===== config.mk =====
export PLATFORM = sky130hd
export DESIGN_NAME = led_pattern_sequencer
export DESIGN_NICKNAME = d
export VERILOG_FILES = /design/src/sv/lps_pkg.sv /design/src/sv/lps_front.sv /design/src/sv/lps_back.sv /design/src/sv/led_pattern_sequencer.sv
export SDC_FILE = /design/constraint.sdc
export NUM_CORES = 2
export LEC_CHECK = 0
export BUFFER_PORTS_ARGS = -buffer_cell sky130_fd_sc_hd__buf_2
export CORE_MARGIN = 2
export CORE_UTILIZATION = 40
export CTS_BUF_LIST = sky130_fd_sc_hd__clkbuf_4 sky130_fd_sc_hd__clkbuf_8 sky130_fd_sc_hd__clkbuf_16
export DETAILED_ROUTE_END_ITERATION = 10
export PLACE_DENSITY = 0.67
export REMOVE_ABC_BUFFERS = 1
export SYNTH_ARGS = -nofsm -noshare
export SYNTH_HDL_FRONTEND = slang
export SYNTH_SLANG_ARGS = --single-unit

===== constraint.sdc =====
create_clock -name clk -period 9.8 [get_ports clk]
set_input_delay 0.49 -clock clk [delete_from_list [all_inputs] [get_ports clk]]
set_output_delay 0.49 -clock clk [all_outputs]
set_load 0.05 [all_outputs]

===== src/sv/lps_pkg.sv =====
// ----------------------------------------------------------------------------
// lps_pkg
// Shared types and constants of the LED pattern sequencer.
// ----------------------------------------------------------------------------
package lps_pkg;

  localparam int NUM_LEDS     = 16;
  localparam int NUM_PATTERNS = 8;
  localparam int NUM_STEPS    = 16;

  localparam logic [3:0] MODE_TICK      = 4'd0;
  localparam logic [3:0] MODE_ASSIGN    = 4'd1;
  localparam logic [3:0] MODE_ENABLE    = 4'd2;
  localparam logic [3:0] MODE_DISABLE   = 4'd3;
  localparam logic [3:0] MODE_OFFSET    = 4'd4;
  localparam logic [3:0] MODE_STEP_WR   = 4'd5;
  localparam logic [3:0] MODE_HEADER_WR = 4'd6;
  localparam logic [3:0] MODE_FORCE_ON  = 4'd7;
  localparam logic [3:0] MODE_FORCE_OFF = 4'd8;

  localparam logic [0:0] CFG_LED_COUNT = 1'd0;
  localparam logic [0:0] CFG_TICK_MS   = 1'd1;

  localparam logic KIND_PIN    = 1'b0;
  localparam logic KIND_STATUS = 1'b1;

  // one command word as it enters the queue
  typedef struct packed {
    logic [3:0]  mode;
    logic [3:0]  led_id;
    logic [2:0]  seq_id;
    logic [3:0]  step_index;
    logic        level;
    logic [4:0]  seq_length;
    logic [15:0] seq_period;
  } cmd_t;

  // one result word
  typedef struct packed {
    logic       kind;
    logic [3:0] led_index;
    logic       pin_level;
    logic       status;
    logic       last;
  } res_t;

endpackage


===== src/sv/lps_front.sv =====
// ----------------------------------------------------------------------------
// lps_front
// Input stage and command queue: accepts words, drops unknown modes.
// ----------------------------------------------------------------------------
module lps_front (
  input  logic          clk,
  input  logic          rst_n,
  input  logic          in_valid,
  output logic          in_ready,
  input  lps_pkg::cmd_t in_cmd,
  output logic          q_valid,
  input  logic          q_pop,
  output lps_pkg::cmd_t q_cmd
);
  import lps_pkg::*;

  cmd_t       mem_r [2];
  logic       wp_r, wp_nxt, rp_r, rp_nxt;
  logic [1:0] cnt_r, cnt_nxt;
  logic       push;

  assign in_ready = (cnt_r != 2'd2);
  // drop unknown modes at the door
  assign push     = in_valid && in_ready && (in_cmd.mode <= MODE_FORCE_OFF);
  assign q_valid  = (cnt_r != 2'd0);
  assign q_cmd    = mem_r[rp_r];

  always_comb begin
    wp_nxt  = wp_r ^ push;
    rp_nxt  = rp_r ^ (q_pop && q_valid);
    cnt_nxt = cnt_r + {1'b0, push} - {1'b0, q_pop && q_valid};
  end

  always_ff @(posedge clk) begin
    if (!rst_n) begin
      wp_r  <= 1'b0;
      rp_r  <= 1'b0;
      cnt_r <= 2'd0;
    end else begin
      wp_r  <= wp_nxt;
      rp_r  <= rp_nxt;
      cnt_r <= cnt_nxt;
    end
  end

  always_ff @(posedge clk) begin
    if (push) begin
      mem_r[wp_r] <= in_cmd;
    end
  end

endmodule


===== src/sv/lps_back.sv =====
// ----------------------------------------------------------------------------
// lps_back
// Executes commands: holds LED and pattern state, walks LEDs on a tick.
// ----------------------------------------------------------------------------
module lps_back (
  input  logic          clk,
  input  logic          rst_n,
  input  logic          cfg_we,
  input  logic [0:0]    cfg_idx,
  input  logic [15:0]   cfg_data,
  input  logic          q_valid,
  output logic          q_pop,
  input  lps_pkg::cmd_t q_cmd,
  output logic          out_valid,
  input  logic          out_ready,
  output lps_pkg::res_t out_res,
  output logic          busy
);
  import lps_pkg::*;

  localparam logic [1:0] ST_IDLE = 2'd0;
  localparam logic [1:0] ST_WALK = 2'd1;
  localparam logic [1:0] ST_DIV  = 2'd2;

  logic [4:0]  led_count_r;
  logic [15:0] tick_ms_r;

  logic [NUM_LEDS-1:0] en_r, asg_r, st_r;
  logic [2:0]  pat_r  [NUM_LEDS];
  logic [3:0]  pos_r  [NUM_LEDS];
  logic [31:0] ela_r  [NUM_LEDS];
  logic [NUM_STEPS-1:0] bits_r [NUM_PATTERNS];
  logic [4:0]  len_r  [NUM_PATTERNS];
  logic [15:0] thr_r  [NUM_PATTERNS];
  logic [NUM_PATTERNS-1:0] sval_r;

  logic [1:0]  state_r;
  logic [4:0]  idx_r;
  logic        hold_v_r;
  res_t        hold_r;
  logic        pend_v_r;
  res_t        pend_r;

  // divider for header write
  logic [15:0] dq_r, drem_r;
  logic [4:0]  dcnt_r, dlen_r;
  logic [2:0]  dsid_r;

  logic [4:0]  live;
  logic        wk_done;
  logic [3:0]  wi;
  logic [2:0]  wp;
  logic        wact;
  logic [32:0] esum;
  logic [31:0] esat, enew;
  logic        adv;
  logic [3:0]  pnew;
  logic [16:0] dtrial;
  logic [4:0]  clen;
  logic        outfree;
  logic        walk_emit;

  // any enabled, playing LED at or after index k
  function automatic logic has_more(input logic [4:0] k);
    logic r;
    r = 1'b0;
    for (int j = 0; j < NUM_LEDS; j++)
      if (5'(j) >= k && 5'(j) < live && en_r[j] && asg_r[j] && sval_r[pat_r[j]])
        r = 1'b1;
    return r;
  endfunction

  assign live    = (led_count_r > 5'd16) ? 5'd16 : led_count_r;
  assign busy    = (state_r != ST_IDLE) || pend_v_r || hold_v_r || q_valid;
  assign out_valid = hold_v_r;
  assign out_res   = hold_r;
  assign outfree   = !hold_v_r || out_ready;

  assign wi   = idx_r[3:0];
  assign wp   = pat_r[wi];
  assign wact = asg_r[wi] && sval_r[wp];
  assign esum = {1'b0, ela_r[wi]} + {17'd0, tick_ms_r};
  assign esat = esum[32] ? 32'hFFFF_FFFF : esum[31:0];
  assign adv  = (esat >= {16'd0, thr_r[wp]}) && st_r[wi];
  assign pnew = adv ? (({1'b0, pos_r[wi]} + 5'd1 > len_r[wp] - 5'd1) ? 4'd0 : pos_r[wi] + 4'd1)
                    : pos_r[wi];
  assign enew = adv ? esat - {16'd0, thr_r[wp]} : esat;
  assign wk_done = (idx_r >= live);
  assign dtrial = {drem_r, dq_r[15]} - {12'd0, dlen_r};
  assign clen = (q_cmd.seq_length == 5'd0) ? 5'd1 :
                (q_cmd.seq_length > 5'd16) ? 5'd16 : q_cmd.seq_length;

  // walk loads a new pin word into the pending slot this cycle
  assign walk_emit = (state_r == ST_WALK) && !(pend_v_r && !outfree) && !wk_done &&
                     wact && en_r[wi];

  // pop a queued word only when idle and the pending slot is empty
  assign q_pop = (state_r == ST_IDLE) && q_valid && !pend_v_r;

  always_ff @(posedge clk) begin
    if (!rst_n) begin
      led_count_r <= 5'd0;
      tick_ms_r   <= 16'd0;
      state_r     <= ST_IDLE;
      idx_r       <= 5'd0;
      hold_v_r    <= 1'b0;
      pend_v_r    <= 1'b0;
      en_r        <= '1;
      asg_r       <= '0;
      st_r        <= '0;
      sval_r      <= {{(NUM_PATTERNS-2){1'b0}}, 2'b11};
      for (int i = 0; i < NUM_LEDS; i++) begin
        pat_r[i] <= 3'd0;
        pos_r[i] <= 4'd0;
        ela_r[i] <= 32'd0;
      end
      for (int p = 0; p < NUM_PATTERNS; p++) begin
        bits_r[p] <= (p == 1) ? {{(NUM_STEPS-1){1'b0}}, 1'b1} : '0;
        len_r[p]  <= 5'd1;
        thr_r[p]  <= 16'd1;
      end
    end else begin
      // register writes
      if (cfg_we) begin
        if (cfg_idx == CFG_LED_COUNT) led_count_r <= cfg_data[4:0];
        else                          tick_ms_r   <= cfg_data;
      end
      // drain pending result into output register
      if (outfree) begin
        hold_v_r <= pend_v_r;
        hold_r   <= pend_r;
        if (pend_v_r && !walk_emit) pend_v_r <= 1'b0;
      end
      case (state_r)
        ST_IDLE: begin
          if (q_pop) begin
            case (q_cmd.mode)
              MODE_TICK: begin
                state_r <= ST_WALK;
                idx_r   <= 5'd0;
              end
              MODE_ASSIGN: begin
                pend_v_r <= 1'b1;
                pend_r   <= '{kind: KIND_STATUS, led_index: q_cmd.led_id, pin_level: 1'b0,
                              status: !({1'b0, q_cmd.led_id} < live && sval_r[q_cmd.seq_id]),
                              last: 1'b1};
                if ({1'b0, q_cmd.led_id} < live && sval_r[q_cmd.seq_id]) begin
                  pat_r[q_cmd.led_id] <= q_cmd.seq_id;
                  asg_r[q_cmd.led_id] <= 1'b1;
                  pos_r[q_cmd.led_id] <= 4'd0;
                  ela_r[q_cmd.led_id] <= 32'd0;
                  st_r[q_cmd.led_id]  <= 1'b0;
                end
              end
              MODE_ENABLE:
                if ({1'b0, q_cmd.led_id} < live) en_r[q_cmd.led_id] <= 1'b1;
              MODE_DISABLE:
                if ({1'b0, q_cmd.led_id} < live) en_r[q_cmd.led_id] <= 1'b0;
              MODE_OFFSET:
                if ({1'b0, q_cmd.led_id} < live) pos_r[q_cmd.led_id] <= q_cmd.step_index;
              MODE_STEP_WR:
                bits_r[q_cmd.seq_id][q_cmd.step_index] <= q_cmd.level;
              MODE_HEADER_WR: begin
                len_r[q_cmd.seq_id]  <= clen;
                sval_r[q_cmd.seq_id] <= 1'b1;
                dsid_r  <= q_cmd.seq_id;
                dlen_r  <= clen;
                dq_r    <= q_cmd.seq_period;
                drem_r  <= 16'd0;
                dcnt_r  <= 5'd0;
                state_r <= ST_DIV;
              end
              MODE_FORCE_ON:
                if (led_count_r != 5'd0 && en_r[q_cmd.led_id]) begin
                  pend_v_r <= 1'b1;
                  pend_r   <= '{kind: KIND_PIN, led_index: q_cmd.led_id, pin_level: 1'b1,
                                status: 1'b0, last: 1'b1};
                end
              MODE_FORCE_OFF:
                if (led_count_r != 5'd0) begin
                  pend_v_r <= 1'b1;
                  pend_r   <= '{kind: KIND_PIN, led_index: q_cmd.led_id, pin_level: 1'b0,
                                status: 1'b0, last: 1'b1};
                end
              default: ;
            endcase
          end
        end
        // one LED per cycle while the output does not stall a full pending slot; a result waits in the pending slot
        ST_WALK: begin
          if (pend_v_r && !outfree) begin
            // stall
          end else if (wk_done) begin
            // walk done: the final result already got last via lookahead
            state_r <= ST_IDLE;
          end else begin
            if (wact) begin
              ela_r[wi] <= enew;
              pos_r[wi] <= pnew;
              if (en_r[wi]) begin
                st_r[wi] <= 1'b1;
                pend_v_r <= 1'b1;
                pend_r   <= '{kind: KIND_PIN, led_index: wi,
                              pin_level: bits_r[wp][pnew], status: 1'b0,
                              last: !has_more(idx_r + 5'd1)};
              end
            end
            idx_r <= idx_r + 5'd1;
          end
        end
        // restoring division, one quotient bit a cycle
        ST_DIV: begin
          if (!dtrial[16]) drem_r <= dtrial[15:0];
          else             drem_r <= {drem_r[14:0], dq_r[15]};
          dq_r   <= {dq_r[14:0], !dtrial[16]};
          dcnt_r <= dcnt_r + 5'd1;
          if (dcnt_r == 5'd15) begin
            thr_r[dsid_r] <= {dq_r[14:0], !dtrial[16]};
            state_r <= ST_IDLE;
          end
        end
        default: state_r <= ST_IDLE;
      endcase
    end
  end

endmodule


===== src/sv/led_pattern_sequencer.sv =====
// An accepted word passes the command queue, then the pending slot and output register.
// One word a cycle is taken while no result is pending; a word with a result holds the
// next until it drains, a header write holds it until the serial divider is done, and a
// stalled output stalls the LED walk.
// Reset: synchronous active-low; reloads patterns 0 and 1 and invalidates the rest.
// ----------------------------------------------------------------------------
// led_pattern_sequencer
// Top level: command queue in front, pattern engine behind.
// ----------------------------------------------------------------------------
module led_pattern_sequencer (
  input  logic        clk,
  input  logic        rst_n,
  input  logic        cfg_we,
  input  logic [0:0]  cfg_idx,
  input  logic [15:0] cfg_data,
  input  logic        in_tvalid,
  output logic        in_tready,
  // mode[3:0], led_id[7:4], seq_id[10:8], step_index[14:11], level[15],
  // seq_length[20:16], seq_period[36:21], zero fill
  input  logic [39:0] in_tdata,
  output logic        out_tvalid,
  input  logic        out_tready,
  // led_index[3:0], pin_level[4], status[5], zero fill
  output logic [7:0]  out_tdata,
  output logic        out_tuser,   // kind
  output logic        out_tlast
);
  import lps_pkg::*;

  cmd_t cmd, q_cmd;
  res_t res;
  logic q_valid, q_pop, busy;

  assign cmd = '{mode: in_tdata[3:0], led_id: in_tdata[7:4], seq_id: in_tdata[10:8],
                 step_index: in_tdata[14:11], level: in_tdata[15],
                 seq_length: in_tdata[20:16], seq_period: in_tdata[36:21]};

  lps_front u_front (
    .clk, .rst_n, .in_valid(in_tvalid), .in_ready(in_tready), .in_cmd(cmd),
    .q_valid, .q_pop, .q_cmd
  );

  lps_back u_back (
    .clk, .rst_n, .cfg_we, .cfg_idx, .cfg_data, .q_valid, .q_pop, .q_cmd,
    .out_valid(out_tvalid), .out_ready(out_tready), .out_res(res), .busy
  );

  assign out_tdata = {2'b00, res.status, res.pin_level, res.led_index};
  assign out_tuser = res.kind;
  assign out_tlast = res.last;

`ifndef NO_ASSERTIONS
  a_status_last: assert property (@(posedge clk) disable iff (!rst_n)
    out_tvalid && out_tuser |-> out_tlast) else $error("status word without last");
  a_status_pin: assert property (@(posedge clk) disable iff (!rst_n)
    out_tvalid && out_tuser |-> !out_tdata[4]) else $error("status word with pin level");
  a_busy_out: assert property (@(posedge clk) disable iff (!rst_n)
    out_tvalid |-> busy) else $error("output valid while idle");
`endif

endmodule

* Word-level counts from Yosys, hierarchy flattened
Memory sizes are Yosys's and may differ from the RTL's. A register that Yosys moved wholly into a read port is not among the register bits.
Cells that the tools add are included.
** Cells by class
- $lt $le $gt $ge :: 65
- Eq/ne operators :: 29
- Multiplexer cells :: 202
- Reductions and logical operators :: 121
- Divide/modulo/power cells :: 0
- Bitwise logic cells :: 11
- Shift operators :: 0
- $mul :: 0
- Add/sub/neg operators :: 10
** Operators with widths (count)
- 16-bit 2-to-1 mux :: 18
- 32-bit 2-to-1 mux :: 4
- 16-bit one-hot mux with 2 select lines :: 4
- 1-bit 2-to-1 mux :: 100
- 1-bit logical AND :: 83
- 3-bit by 4-bit less-than comparator with 1-bit output (second input constant) :: 18
- 4-bit 2-to-1 mux :: 16
- 32-bit OR reduction :: 2
- 8-bit 2-to-1 mux :: 7
- 1-bit binary-select mux with 3-bit select :: 18
- 5-bit 2-to-1 mux :: 10
- 16-bit OR :: 3
- 4-bit by 5-bit >= comparator with 1-bit output (first input constant) :: 8
- 4-bit by 5-bit less-than comparator with 1-bit output (first input constant) :: 8
- 32-bit by 16-bit adder with 33-bit output :: 1
- 16-bit bitwise AND :: 2
- 32-bit by 16-bit >= comparator with 1-bit output :: 1
- 16-bit OR reduction :: 2
- 32-bit by 16-bit subtractor with 32-bit output :: 1
- 8-bit one-hot mux with 3 select lines :: 1
- 1-bit binary-select mux with 4-bit select :: 5
- 3-bit by 5-bit >= comparator with 1-bit output (first input constant) :: 4
- 3-bit by 5-bit less-than comparator with 1-bit output (first input constant) :: 4
- 4-bit by 5-bit less-than comparator with 1-bit output (second input constant) :: 4
- other kinds (60) :: 114
** Word-level totals
- Latch bits :: 0
- Output and inout port bits :: 12
- Bits in read-only memories :: 0
- Bits in registers :: 151
- Memories :: 7
- Input port bits :: 62
- RAM bits :: 994
** Memories
- u_back.ela_r :: depth 16, width 32, read ports 1, clocked after memory_dff 1, wr ports 16, line lps_back.sv:31 : logic [31:0] ela_r [NUM_LEDS];
- u_back.bits_r :: depth 8, width 16, read ports 1, clocked after memory_dff 0, wr ports 8, line lps_back.sv:32 : logic [NUM_STEPS-1:0] bits_r [NUM_PATTERNS];
- u_back.thr_r :: depth 8, width 16, read ports 1, clocked after memory_dff 0, wr ports 8, line lps_back.sv:34 : logic [15:0] thr_r [NUM_PATTERNS];
- u_front.mem_r :: depth 2, width 37, read ports 1, clocked after memory_dff 1, wr ports 1, line lps_front.sv:17 : cmd_t mem_r [2];
- u_back.pos_r :: depth 16, width 4, read ports 1, clocked after memory_dff 1, wr ports 16, line lps_back.sv:30 : logic [3:0] pos_r [NUM_LEDS];
- u_back.pat_r :: depth 16, width 3, read ports 17, clocked after memory_dff 1, wr ports 16, line lps_back.sv:29 : logic [2:0] pat_r [NUM_LEDS];
- 1 more memories

* Longest topological paths before layout
- Depth in word-level cells :: 35
- Depth in mapped cells :: 41

* Cells and area by module
A second synthesis with hierarchy kept.
** Unflattened totals
- Cell total of the unflattened synthesis :: 4239
- Area, all modules :: 55131.6 um^2
** Modules (own cells, without submodules)
- lps_back :: area each 52048.7 um^2, cells each 4096, seq. area each 31260.0 um^2, instances 1
- lps_front :: area each 3064.2 um^2, cells each 140, seq. area each 2322.2 um^2, instances 1
- led_pattern_sequencer :: area each 18.8 um^2, cells each 3, seq. area each 0.0 um^2, instances 1

* Worst setup path before layout
No wires, ideal clock.
- Kind :: register to register
- From :: reg (tool-made name)
- To :: reg u_back.pend_r[2] (netlist bit), data pin
- Buffers on the path :: 13
- Setup slack :: -0.783 ns
- Required time :: 9.525 ns
- Stages on the path, launching flop included :: 41
- Setup time :: 0.275 ns
- Data arrival time :: 10.309 ns
- Path through :: dfxtp_1 > buf_6 > buf_8 > buf_8 > buf_4 > buf_4 > buf_2 > clkbuf_1 > clkbuf_1 > buf_1 > mux4_2 > mux4_2 > ha_1 > fa_1 > a211oi_1 > o21ai_0 > a21oi_1 > o31a_1 > [5 not listed] > nand2_1 > ha_1 > a21o_1 > a21o_1 > a21o_1 > a21o_1 > a211oi_1 > or2_2 > o211ai_1 > nand3b_1 > o31ai_2 > buf_6 > mux2i_2 > mux2i_1 > mux2i_1 > mux2_2 > o41ai_1 > a211oi_1
** RTL lines
- end signal, assigned :: line lps_back.sv:144 : pend_r <= '{kind: KIND_STATUS, led_index: q_cmd.led_id, pin_level: 1'b0,
- end signal, assigned :: line lps_back.sv:176 : pend_r <= '{kind: KIND_PIN, led_index: q_cmd.led_id, pin_level: 1'b1,
- end signal, assigned :: line lps_back.sv:182 : pend_r <= '{kind: KIND_PIN, led_index: q_cmd.led_id, pin_level: 1'b0,
- end, declared :: line lps_back.sv:42 : res_t pend_r;

==> flow_metrics.tcl <==
set metrics [dict create \
    cts_inserted_buffers 117 \
    switching_power_mw 2.96 \
    cts.sinks 1150 \
    hold_depth 1 \
    vias 35700 \
    synth-seq-area-share 0.613 \
    yosys.area_share.simple 0.136 \
    timing.final.max_slew_violations 0 \
    initial_core_util 0.404 \
    n_fill_cell 12100 \
    synth_warnings 0 \
    grt_max_degree 93 \
    fin_area_um2 61600 \
    synthDistinctLibCells 81 \
    cp-start-kind "flop" \
    p_sw_frac 0.256 \
    ys_async_sr_fraction 0 \
    pwr-share-clk 0.399 \
    boundaryPins 74 \
    worstPathRequired_ns 10.26 \
    clockRootBuffer "clkbuf_16" \
    combinationalPowerShare 0.115 \
    ff2ff_path_depth 28 \
    peakVddDrop_mv 0.161 \
    yosys.area.top_type "edfxtp_1" \
    clockBufferDepth 3 \
    slowest_delay_ns 0.61 \
    finalNetCount 4412 \
    cellPowerDensity_nw_per_um2 188 \
    grt_antenna_before_repair 2 \
    totalWireLength_mm 147 \
    ys_ff_latch 1150 \
    drc_errors 0 \
    met2_usage 0.343 \
    post-route-period-util 0.938 \
    placedCellCount 5902 \
    tightestPinTransition_ns 1.33 \
    synth_top_area_share 0.578 \
    seqPwrFrac 0.486 \
    slew_headroom 0.109 \
    ys_top_cells_by_area "edfxtp_1 58%, mux4_2 12%, nor2_1 6.2%" \
    crit_type "flop to flop" \
    first_pass_iters 8 \
    fmax_mhz 109 \
    synth_edf_count 1055 \
    power.leakage_nw 20.8 \
    netlist_instances 4241 \
    power.internal_mw 8.60 \
    grt_pass1_vias 35400 \
    rsz0062_at_grt "false" \
    cp.arrival_ns 9.65 \
    finalPower_mw 11.6 \
    cts.htree.levels 3 \
    cap_violations 0 \
    drt-initial-drc-count 4202 \
    setup_viol 0 \
    clock_latency_ns 0.75 \
    syn-cell-area_um2 54800 \
    setup_slack_ns 0.606 \
    timing.final.crit_period_ns 9.19 \
    timing.critical_path.slowest_stage_cell "o31ai_4" \
    area_delta_synth_final_pct 12.4 \
    gp_congestion 0.934 \
    synthMuxAreaShare 0.145 \
    syn_avg_cell_area_um2 12.9 \
    use_met1 0.285 \
    gr-usage-all-layers 0.208 \
    ant_nets 0 \
    timing.hold.ws_ns 0.0488 \
    drive_gt1_frac 0.174 \
    end_kind "flop" \
    wl_per_cell_um 23.9 \
    finalHoldViolCount 0 \
    viasPerCell 5.79 \
    fin_util 0.454 \
    placed_area_um2 57200 \
    hp-class "input pin to flop" \
    pre_cts_ws_ns 0.535 \
    synth_xor_area_frac 0.0112 \
    clk_pin_slew_worst_paths_ns 0.06 \
    synthAdderAreaFrac 0.0157 \
    core_um2 136000 \
    synth_top_family_by_area "multiplexers" \
    busiest_layer "met2" \
    synth_compound_area_frac 0.0522 \
    grt_pass1_wl_mm 222 \
    cts_tree "built" \
    fin_setup_tns_ns 0 \
    clock_skew_ns 0.0736 \
    die_x_um 374 \
    outcome "finished clean" \
    met3_usage 0.0303 \
    final_cells 6169 \
    crit_path_max_fanout 13 \
    hpwl_mm 94.4 \
    die_y_um 374 \
    io_buffers 68 \
    die-area_um2 140000 \
    grt_overflow_total 0 \
    synth-main-ff-cell "edfxtp_1" \
    num_rows 135 \
]
routing by layer:
| layer | wire, um | share of wire |
|---|---|---|
| met1 | 59100 | 0.40 |
| met2 | 71400 | 0.48 |
| met3 | 12900 | 0.087 |
| met4 | 4070 | 0.028 |
| met5 | 29 | 0.00020 |
flip-flops by register name, summed over array words and instances (netlist names), 40 cells and up, named ones only:
name           cells
u_front.mem_r     74
u_back.bits_r    128
u_back.pos_r      64
u_back.len_r      40
u_back.pat_r      48
u_back.ela_r     512
u_back.thr_r     128
path summary, 6_finish.rpt:
kind | startpoint | end | slack [ns]
worst max-delay path | flop | u_back.pend_r[2]$_DFFE_PP_ | 0.61
worst min register to register | u_back.pend_r[6]$_DFFE_PP_ | u_back.out_res[6]$_DFFE_PP_ | 0.45
worst max register to register | flop | u_back.pend_r[2]$_DFFE_PP_ | 0.61
worst min-delay path | in_tdata[4] | u_front.mem_r[0][29]$_DFFE_PP_ | 0.05
cell families (layout without fill, tap and decap cells):
group / after synthesis / count (layout)
AND/OR/NAND/NOR: 1700 / 1700
AO/OA/AOI/OAI: 482 / 482
XOR/XNOR: 70 / 70
buffers and inverters: 361 / 505
multiplexers: 410 / 410
other: 1 / 4
flip-flops: 1150 / 1150
adder cells (fa/ha/maj): 67 / 67
layout make-up:
type	instances	area, um^2	share of cell area
clock inverters	75	731	0.0119
diodes	2	5.00	0.0000812
repair buffers	231	1750	0.0285
flip-flops and latches	1150	33600	0.545
inverters	52	195	0.00317
clock buffers	147	3260	0.0529
multi-input cells	2731	19900	0.322
well taps	1781	2230	0.0362
power by group through the flow:
stage / logic, mW / clock network (mW) / registers (mW)
after floorplan: 0.735 / 0 / 5.73
after global placement: 1.28 / 0 / 5.71
after detailed placement: 1.29 / 0 / 5.72
after CTS: 1.31 / 4.66 / 5.62
after global routing: 1.41 / 4.84 / 5.64
final: 1.33 / 4.61 / 5.62
repair_timing:
item / CTS / global route
buffers inserted: 0 / 2
resized for setup: 0 / 2
hold buffers: 41 / 0
setup endpoints to repair: 0 / 13
endpoints found under the hold margin: 77 / 0
synth_stat cells, types with 11 or more instances:
master	count
a211oi_1	13
a21o_1	19
a21oi_1	98
a22oi_1	31
a31oi_1	15
and2_1	137
buf_1	20
buf_2	18
buf_4	15
clkbuf_1	249
dfxtp_1	95
edfxtp_1	1055
ha_1	64
inv_1	45
mux2_2	13
mux2i_1	91
mux4_1	11
mux4_2	292
nand2_1	310
nand2b_1	24
nand3_1	78
nand4_1	15
nor2_1	907
nor2b_1	20
nor3_1	105
nor4_1	22
o21ai_0	217
or2_2	23
or3_1	20
xnor2_1	47
xor2_1	23
worst max-delay path, delay by kind of cell (launching register included):
family          cells  cell delay, ns
compound gates     12            3.65
flops               1            0.58
mux                 6            2.03
buf+inv             1            0.31
fa+ha+maj           3            1.06
simple gates        6            1.24
cells in the final DEF, fill, tap and decap left out, types with 18 or more instances in the layout:
| master | n |
|---|---|
| dlygate4sd3_1 | 41 |
| ha_1 | 62 |
| edfxtp_1 | 1055 |
| a22oi_1 | 31 |
| mux4_2 | 290 |
| nand3_1 | 78 |
| clkinv_1 | 32 |
| nand2b_1 | 23 |
| or3_1 | 20 |
| buf_2 | 67 |
| nor4_1 | 22 |
| o21ai_0 | 211 |
| buf_4 | 116 |
| clkbuf_4 | 20 |
| and2_1 | 136 |
| or2_2 | 23 |
| nand2_2 | 18 |
| nor3_1 | 103 |
| nor2b_1 | 20 |
| a21o_1 | 19 |
| nand2_1 | 294 |
| a21oi_1 | 98 |
| xnor2_1 | 46 |
| inv_1 | 45 |
| xor2_1 | 23 |
| mux2i_1 | 88 |
| clkinv_2 | 26 |
| dfxtp_1 | 90 |
| clkbuf_16 | 121 |
| nor2_1 | 907 |
Power figures use the tool's default switching activity.
